===== src/hdl/fsf_pkg.sv =====
// ----------------------------------------------------------------------------
// fsf_pkg
// Shared types, constants and the CRC-16/MODBUS byte update for the
// four-sample frame unit.
// ----------------------------------------------------------------------------
package fsf_pkg;

  localparam int unsigned NumSamples  = 4;
  localparam int unsigned SampleWidth = 16;
  localparam int unsigned PayloadLen  = 8;
  localparam int unsigned FrameLen    = 10;
  localparam int unsigned PayloadBits = PayloadLen * 8;
  localparam int unsigned FrameBits   = FrameLen * 8;
  localparam int unsigned CntWidth    = $clog2(FrameLen);

  localparam logic [15:0] CrcInit = 16'hFFFF;
  localparam logic [15:0] CrcPoly = 16'hA001;
  localparam logic [CntWidth-1:0] LastIdx = CntWidth'(FrameLen - 1);

  // word moving between pipeline stages
  typedef struct packed {
    logic                   valid;
    logic [PayloadBits-1:0] data;
    logic [15:0]            crc;
  } fsf_word_t;

  // reflected CRC-16 update over one byte, LSB first
  function automatic logic [15:0] crc_byte(input logic [15:0] crc, input logic [7:0] b);
    logic [15:0] c;
    c = crc ^ {8'h00, b};
    for (int i = 0; i < 8; i++) begin
      c = c[0] ? ((c >> 1) ^ CrcPoly) : (c >> 1);
    end
    return c;
  endfunction

endpackage


===== src/hdl/four_sample_frame_crc16_unit.sv =====
// ----------------------------------------------------------------------------
// four_sample_frame_crc16_unit
// Takes four 16-bit samples and emits a 10-byte frame: samples low byte
// first, then CRC-16/MODBUS of those 8 bytes, low byte first.
//
//   channel   handshake               data
//   command   start_i / busy_o        sample_a_i .. sample_d_i
//   result    frame_valid_o (strobe)  frame_byte_o, frame_last_o
//
// Eight CRC stages (one byte each) feed a byte serializer, which takes a
// frame only when idle or with the last byte of the one it sends; this
// limits sustained commands. The first byte is on the ports once a command
// has passed the CRC stages. busy_o rises while the pipeline is full.
// Reset empties the pipeline and the serializer; the receiver cannot stall.
// ----------------------------------------------------------------------------
module four_sample_frame_crc16_unit import fsf_pkg::*; (
  input  logic                          clk_i,
  input  logic                          rst_ni,
  input  logic                          start_i,
  output logic                          busy_o,
  input  logic signed [SampleWidth-1:0] sample_a_i,
  input  logic signed [SampleWidth-1:0] sample_b_i,
  input  logic signed [SampleWidth-1:0] sample_c_i,
  input  logic signed [SampleWidth-1:0] sample_d_i,
  output logic                          frame_valid_o,
  output logic [7:0]                    frame_byte_o,
  output logic                          frame_last_o
);

  fsf_word_t stage_w [PayloadLen+1];
  logic      stage_rdy [PayloadLen+1];

  assign stage_w[0].valid = start_i;
  assign stage_w[0].data  = {sample_d_i, sample_c_i, sample_b_i, sample_a_i};
  assign stage_w[0].crc   = CrcInit;
  assign busy_o           = !stage_rdy[0];

  for (genvar g = 0; g < PayloadLen; g++) begin : g_stage
    fsf_crc_stage #(
      .ByteIdx(g)
    ) u_stage (
      .clk_i  (clk_i),
      .rst_ni (rst_ni),
      .word_i (stage_w[g]),
      .ready_o(stage_rdy[g]),
      .ready_i(stage_rdy[g+1]),
      .word_o (stage_w[g+1])
    );
  end

  fsf_serializer u_ser (
    .clk_i        (clk_i),
    .rst_ni       (rst_ni),
    .word_i       (stage_w[PayloadLen]),
    .ready_o      (stage_rdy[PayloadLen]),
    .frame_valid_o(frame_valid_o),
    .frame_byte_o (frame_byte_o),
    .frame_last_o (frame_last_o)
  );

  a_last_has_valid: assert property (@(posedge clk_i) disable iff (!rst_ni)
    frame_last_o |-> frame_valid_o)
    else $error("last flag without strobe");

  a_no_gap: assert property (@(posedge clk_i) disable iff (!rst_ni)
    frame_valid_o && !frame_last_o |=> frame_valid_o)
    else $error("gap inside a frame");

  a_frame_len: assert property (@(posedge clk_i) disable iff (!rst_ni)
    frame_last_o |-> $past(frame_valid_o, 9) && !$past(frame_last_o, 1))
    else $error("frame shorter than ten bytes");

  a_busy_full: assert property (@(posedge clk_i) disable iff (!rst_ni)
    busy_o |-> stage_w[1].valid && frame_valid_o)
    else $error("busy while pipeline has room");

endmodule


===== src/hdl/fsf_crc_stage.sv =====
// ----------------------------------------------------------------------------
// fsf_crc_stage
// One pipeline stage: folds one payload byte into the running CRC and
// carries the payload along. Holds its word while downstream stalls.
// ----------------------------------------------------------------------------
module fsf_crc_stage import fsf_pkg::*; #(
  parameter int unsigned ByteIdx = 0
) (
  input  logic      clk_i,
  input  logic      rst_ni,
  input  fsf_word_t word_i,
  output logic      ready_o,
  input  logic      ready_i,
  output fsf_word_t word_o
);

  logic                   valid_q;
  logic [PayloadBits-1:0] data_q;
  logic [15:0]            crc_q;
  logic [15:0]            crc_d;

  assign ready_o = !valid_q || ready_i;
  assign crc_d   = crc_byte(word_i.crc, word_i.data[ByteIdx*8 +: 8]);

  always_ff @(posedge clk_i or negedge rst_ni) begin
    if (!rst_ni) begin
      valid_q <= 1'b0;
    end else if (ready_o) begin
      valid_q <= word_i.valid;
    end
  end

  always_ff @(posedge clk_i) begin
    if (ready_o && word_i.valid) begin
      data_q <= word_i.data;
      crc_q  <= crc_d;
    end
  end

  assign word_o.valid = valid_q;
  assign word_o.data  = data_q;
  assign word_o.crc   = crc_q;

endmodule


===== src/hdl/fsf_serializer.sv =====
// ----------------------------------------------------------------------------
// fsf_serializer
// Loads a finished frame (payload plus CRC, low byte first) and shifts it
// out one byte per cycle; takes the next frame on the cycle of the last byte.
// ----------------------------------------------------------------------------
module fsf_serializer import fsf_pkg::*; (
  input  logic       clk_i,
  input  logic       rst_ni,
  input  fsf_word_t  word_i,
  output logic       ready_o,
  output logic       frame_valid_o,
  output logic [7:0] frame_byte_o,
  output logic       frame_last_o
);

  logic                 active_q;
  logic [CntWidth-1:0]  count_q;
  logic [FrameBits-1:0] buf_q;
  logic                 last;
  logic                 load;

  assign last    = active_q && (count_q == LastIdx);
  assign ready_o = !active_q || last;
  assign load    = ready_o && word_i.valid;

  always_ff @(posedge clk_i or negedge rst_ni) begin
    if (!rst_ni) begin
      active_q <= 1'b0;
      count_q  <= '0;
    end else if (load) begin
      active_q <= 1'b1;
      count_q  <= '0;
    end else if (active_q) begin
      active_q <= !last;
      count_q  <= count_q + 1'b1;
    end
  end

  always_ff @(posedge clk_i) begin
    if (load) begin
      buf_q <= {word_i.crc, word_i.data};
    end else if (active_q) begin
      buf_q <= buf_q >> 8;
    end
  end

  assign frame_valid_o = active_q;
  assign frame_byte_o  = buf_q[7:0];
  assign frame_last_o  = last;

endmodule

===== config.mk =====
export PLATFORM = sky130hd
export DESIGN_NAME = four_sample_frame_crc16_unit
export DESIGN_NICKNAME = d
export VERILOG_FILES = /design/src/hdl/fsf_pkg.sv /design/src/hdl/four_sample_frame_crc16_unit.sv /design/src/hdl/fsf_crc_stage.sv /design/src/hdl/fsf_serializer.sv
export SDC_FILE = /design/constraint.sdc
export NUM_CORES = 1
export LEC_CHECK = 0
export BUFFER_PORTS_ARGS = -buffer_cell sky130_fd_sc_hd__buf_4
export CORE_ASPECT_RATIO = 2
export CORE_UTILIZATION = 65
export DETAILED_ROUTE_END_ITERATION = 12
export MAX_ROUTING_LAYER = met4
export PLACE_DENSITY = 0.81
export SETUP_SLACK_MARGIN = 0.05
export SLEW_MARGIN = 5
export SYNTH_ARGS = -nofsm -noshare
export SYNTH_HDL_FRONTEND = slang
export SYNTH_HIERARCHICAL = 1
export SYNTH_SLANG_ARGS = --single-unit

===== constraint.sdc =====
create_clock -name clk_i -period 10.9 [get_ports clk_i]
set_clock_uncertainty 0.1 [all_clocks]
set_input_delay 0.545 -clock clk_i [delete_from_list [all_inputs] [get_ports clk_i]]
set_output_delay 0.545 -clock clk_i [all_outputs]
set_load 0.02 [all_outputs]

# == Word-level counts from Yosys, hierarchy flattened ==
# Cells that the tools add are included.
# word_totals
inputBits,67
register_bits,733
out_inout_bits,11
# op_classes
reduce_logical,31
n_mux,70
eq_ne,1
n_bitwise,72
addsub,1
# op_table
cell,n
two-way mux 16 bit,56
inverter 2 -> 3 bit,64
two-way mux 80 bit,2
two-way mux 14 bit,8
bitwise XOR 16 x 8 -> 16 bit,7
inverter 8 -> 16 bit,1
zero test 1 bit,11
logical AND 1 bit,10
logical OR 1 bit,9
two-way mux 4 bit,2
adder 4 x 1 -> 4 bit (second input constant),1
equality test 4 bit (second input constant),1
two-way mux 1 bit,2
nonzero test 2 bit,1

# == Depth between registers and ports, before layout ==
# logic_depth
depth_word,17
ltp_mapped,13
mapped_depth_nobuf,13

# == Cells and area by module ==
# The synthesis kept the hierarchy.
# modules_own_cells
module,instances,cells_each,area_each_um2
fsf_crc_stage,8,106,2667.6
fsf_serializer,1,207,3997.6
four_sample_frame_crc16_unit,1,2,7.5

# == Worst setup path after synthesis ==
# OpenSTA, ideal clock, no wires.
# synth_timing
kind,reg-to-reg
start,register u_ser.count_q[1]
end,register g_stage[0].u_stage.crc_q[0] (enable)
path_buffers,0
stages_incl_launch_ff,14
arrival_time_ns,3.683
t_required_ns,10.353
path_slack_ns,6.670
cell_sequence,dfrtp_1 -> inv_1 -> ha_1 -> nand3b_4 -> nand2_1 -> nand2b_1 -> nand2b_1 -> nand2b_1 -> nand2b_1 -> nand2b_1 -> nand2b_1 -> nand2b_1 -> nand2b_1 -> and2_1
# synth_lines
item,line_no,source
"start, declared",fsf_serializer.sv:17,logic [CntWidth-1:0] count_q;
"start signal, assigned",fsf_serializer.sv:35,count_q <= count_q + 1'b1;
"end signal, assigned",fsf_crc_stage.sv:36,crc_q <= crc_d;
"end, declared",fsf_crc_stage.sv:19,logic [15:0] crc_q;

==> results by stage <==
Run status:
- The flow ran to the end, and the final reports show no timing, DRC or antenna violations.

Place:
- Summed over all nets, the half-perimeter wirelength after detailed placement is 20700 µm.
- The routability-driven placement congestion ratio is 0.836.
- The count of input and output buffers is 77.
- After detailed placement, the total cell area comes to 0.0264 mm².

Global route:
- The overall track demand over capacity in global routing is 17.5%.
- The largest net degree at the start of global routing is 81.
- For this run the aggregate overflow at the end of global routing stands at 0.
- The via count of the first global-routing pass was 9068.
- The global-route wire length before repair is 48900 µm.
- The number of antenna violations at the first check in global routing is 0.

Routing:
- The routed wire length per instance is 18.3 µm.
- The DRC violation count after routing is 0.
- The post-route antenna net violation count is 0.
- For this block, the via count after detailed routing is 8986.
- The number of design-rule violations left by the first detailed-router iteration is 434.
- The first-pass iteration count of the detailed router is 4.
- Dividing the detail-routed via count by the number of cells gives 5.07.
- The sum of routed wire length over all layers is 32300 µm.

Logic synthesis:
- The synthesized-area fraction occupied by adder cells is 0.0987%.
- The synthesized instance count is 1057.
- The most common flop cell mapped by yosys is edfxtp_1.
- Counting flops with an async set or reset pin after synthesis yields a share of 1.77%.
- Summing the areas of all xor and xnor instances in the mapped netlist gives 6.79% of the synthesized area.
- The netlist area before placement is 0.0253 mm².
- The yosys synthesis warning count is 6.
- The share of synthesized area occupied by flip-flops and latches is 86.6%.
- The number of distinct library cells after synthesis is 27.
- A synthesized cell averages 24.0 µm².
- Of the post-synthesis cell area, the part taken by muxes is 4.07%.
- The synthesized netlist devotes 0.207% of its cell area to compound gates.
- The area fraction in and, or, nand and nor cells after synthesis is 1.10%.
- The number of flops mapped to enable cells by yosys is 720.
- The combinational family with the most area after synthesis is XOR/XNOR gates.
- The total of flip-flops plus latches after synthesis is 733.

Timing:
- Setup repair after global routing left no endpoint under its margin.
- The count of endpoints failing hold in the final timing report is 0.
- The share of the cycle needed by the critical path after routing is 36.7%.
- For this run, the top clock speed supported by timing is 250 MHz.
- The setup violation total in the final timing report is 0.
- The max-slew violation count is 0.
- The relative max-transition margin is 30.5%.
- The final period demand of the worst path is 4.00 ns.
- At the pin with the least slew margin, the transition time is 1.04 ns.
- Hold timing on the final database bottoms out at a slack of 0.0381 ns.
- After routing, the total negative slack on setup checks comes to 0 ns.

Clock tree:
- In this run, post-CTS repair resized a total of 0 instances.
- Counting every sink on the clock net gives 733.
- The latest clock arrival within the worst-skew pair is 0.59 ns.
- Buffers inserted during clock tree synthesis total 54.
- Buffers inserted to repair hold after CTS numbered 20.
- The TritonCTS clock tree is yes.
- In this run the post-CTS setup repair buffer count came out at 0.
- The count of H-tree levels built during CTS is 2.
- The tree is rooted in a clkbuf_16.
- After clock tree synthesis, the clock-pin slew on the worst setup and hold paths is 0.07 ns.
- The longest clock path from root to sink contains 3 buffers.

Power and ir drop:
- For this design the static power due to leakage is 0.00939 µW.
- Across the VDD grid, the largest voltage drop is 0.167 mV.
- Overall power consumption after layout is estimated at 5020 µW.
- The power density normalized to cell area is 178 mW/mm².

Critical path:
- The required time at the endpoint of the critical path is 10.26 ns.
- Data on the critical path arrives at its endpoint at 3.35 ns.
- The path type of the worst setup path is reg -> out.
- The maximum fanout encountered on the critical timing path is 5.
- The worst setup path is launched from a register.
- The critical path capture point type is an output pin.

Die:
- The number of placement rows is 102.
- 78 I/O pins were placed.
- For this configuration, the core starts out at a cell density of 65.8%.
- Measured along the y axis, the die boundary spans 281 µm.
- The width of the die is 142 µm.
- The core region is 0.0385 mm².
- The full die area is 0.0398 mm².

Finish:
- The post-route netlist has 20.1% of its cells at a drive strength greater than 1.
- The final non-filler cell area is 0.0283 mm².
- The layout net count is 1275.
- The number of antenna diodes in the final layout is 0.
- The utilization of the core after routing is 73.3%.
- The area growth from synthesis to layout is 11.5%.

Worst hold path:
- The min-delay analysis places its worst path in the category in -> reg.

Job:
- Max-cap violations in this run came to 0.
[layout by cell type, fill, tap and decap left out, drive strengths merged, types with 2 or more instances in the layout]
| master | netlist | layout |
|---|---|---|
| edfxtp | 720 | 720 |
| xnor2 | 112 | 112 |
| buf | 25 | 83 |
| mux2 | 72 | 72 |
| clkbuf | 0 | 67 |
| xor2 | 41 | 41 |
| clkinv | 0 | 27 |
| dlygate4sd3 | 0 | 20 |
| nand2b | 18 | 18 |
| conb | 1 | 16 |
| and2 | 16 | 16 |
| dfrtp | 13 | 13 |
| xor3 | 8 | 8 |
| xnor3 | 8 | 8 |
| inv | 4 | 6 |
| clkinvlp | 0 | 4 |
| nor2 | 4 | 4 |
| nand2 | 3 | 3 |
| o21ai | 2 | 2 |
| ha | 2 | 2 |
[logic make-up (layout without fill, tap and decap cells)]
family | after synthesis | count (layout)
other | 1 | 16
muxes | 72 | 72
DFF | 733 | 733
adders and majority gates | 2 | 2
and+or+nand+nor | 45 | 45
xor gates and xnor gates | 169 | 169
AOI/OAI and AO/OA | 6 | 6
buffers and inverters | 29 | 208
[sequential cells by signal, summed over array words and instances (netlist names)]
signal	flops
g_stage.u_stage/data_q	512
u_ser/count_q	4
u_ser/frame_valid_o	1
g_stage.u_stage/valid_q	8
u_ser/buf_q	80
g_stage.u_stage/crc_q	128
[cell usage after synthesis, types with 2 or more instances]
cell type | number | area share, %
xnor2_1 | 112 | 3.9
nand2b_1 | 18 | 0.44
edfxtp_1 | 720 | 85
mux2_4 | 59 | 3.5
mux2_2 | 13 | 0.58
xnor3_1 | 8 | 0.71
inv_1 | 4 | 0.059
dfrtp_1 | 13 | 1.3
ha_1 | 2 | 0.099
buf_4 | 17 | 0.50
buf_12 | 7 | 0.55
xor2_1 | 41 | 1.4
nand2_1 | 3 | 0.044
nor2_1 | 4 | 0.059
and2_1 | 16 | 0.39
o21ai_0 | 2 | 0.039
xor3_2 | 8 | 0.79
[final cells by class]
cell class | instances | area, µm²
timing repair buffer | 103 | 823
tap | 520 | 651
clock buffer | 67 | 1420
fill | 2140 | 10300
multi-input combinational | 310 | 3180
inverter | 4 | 15.0
clock inverter | 34 | 221
sequential | 733 | 21900
[per-layer routing]
layer  wire length (µm)  GRT usage, %  vias to the layer above
li1                   -             -                     4309
met1              10700          16.2                     4414
met2              19200          33.7                      186
met3                939          2.44                       77
met4               1530          9.24                        0
met5                  0             -                        -
[path summary, 6_finish.rpt]
check	from	to	slack, ns	cells after the start
max	u_ser/count_q[0]	busy_o	6.90	13
min	sample_a_i[9]	g_stage[0].u_stage/data_q[9]	0.04	1
max reg2reg	u_ser/count_q[1]	g_stage[0].u_stage/data_q[54]	7.21	13
min reg2reg	g_stage[3].u_stage/crc_q[10]	g_stage[4].u_stage/crc_q[2]	0.30	0
max in group asynchronous	rst_ni	g_stage[6].u_stage/valid_q	10.25	2
min in group asynchronous	rst_ni	u_ser/frame_valid_o	0.26	2
[power by group]
group / internal [µW] / switching, µW / total [µW]
logic: 54.8 / 43.2 / 98.0
clock network: 956 / 875 / 1830
registers: 3080 / 5.92 / 3090
[through the flow]
| stage | instances | setup WS [ns] |
|---|---|---|
| after global placement | 1650 | 7.55 |
| after CTS | 1771 | 6.90 |
| after floorplan | 1072 | 6.67 |
| final | 1771 | 6.90 |
| after detailed placement | 1650 | 7.38 |
| after global routing | 1771 | 6.69 |
[critical path, cell delays in order (launching register included)]
cell and delay [ns]:
dfrtp_1 0.42, ha_1 0.26, nand3b_4 0.11, nand2_1 0.08, nand2b_1 0.22, nand2b_1 0.21
nand2b_1 0.18, nand2b_1 0.19, nand2b_1 0.21, nand2b_1 0.22, nand2b_1 0.22, nand2b_1 0.22
inv_1 0.08, buf_4 0.14
Note: power is estimated with default switching activity, not from simulation.
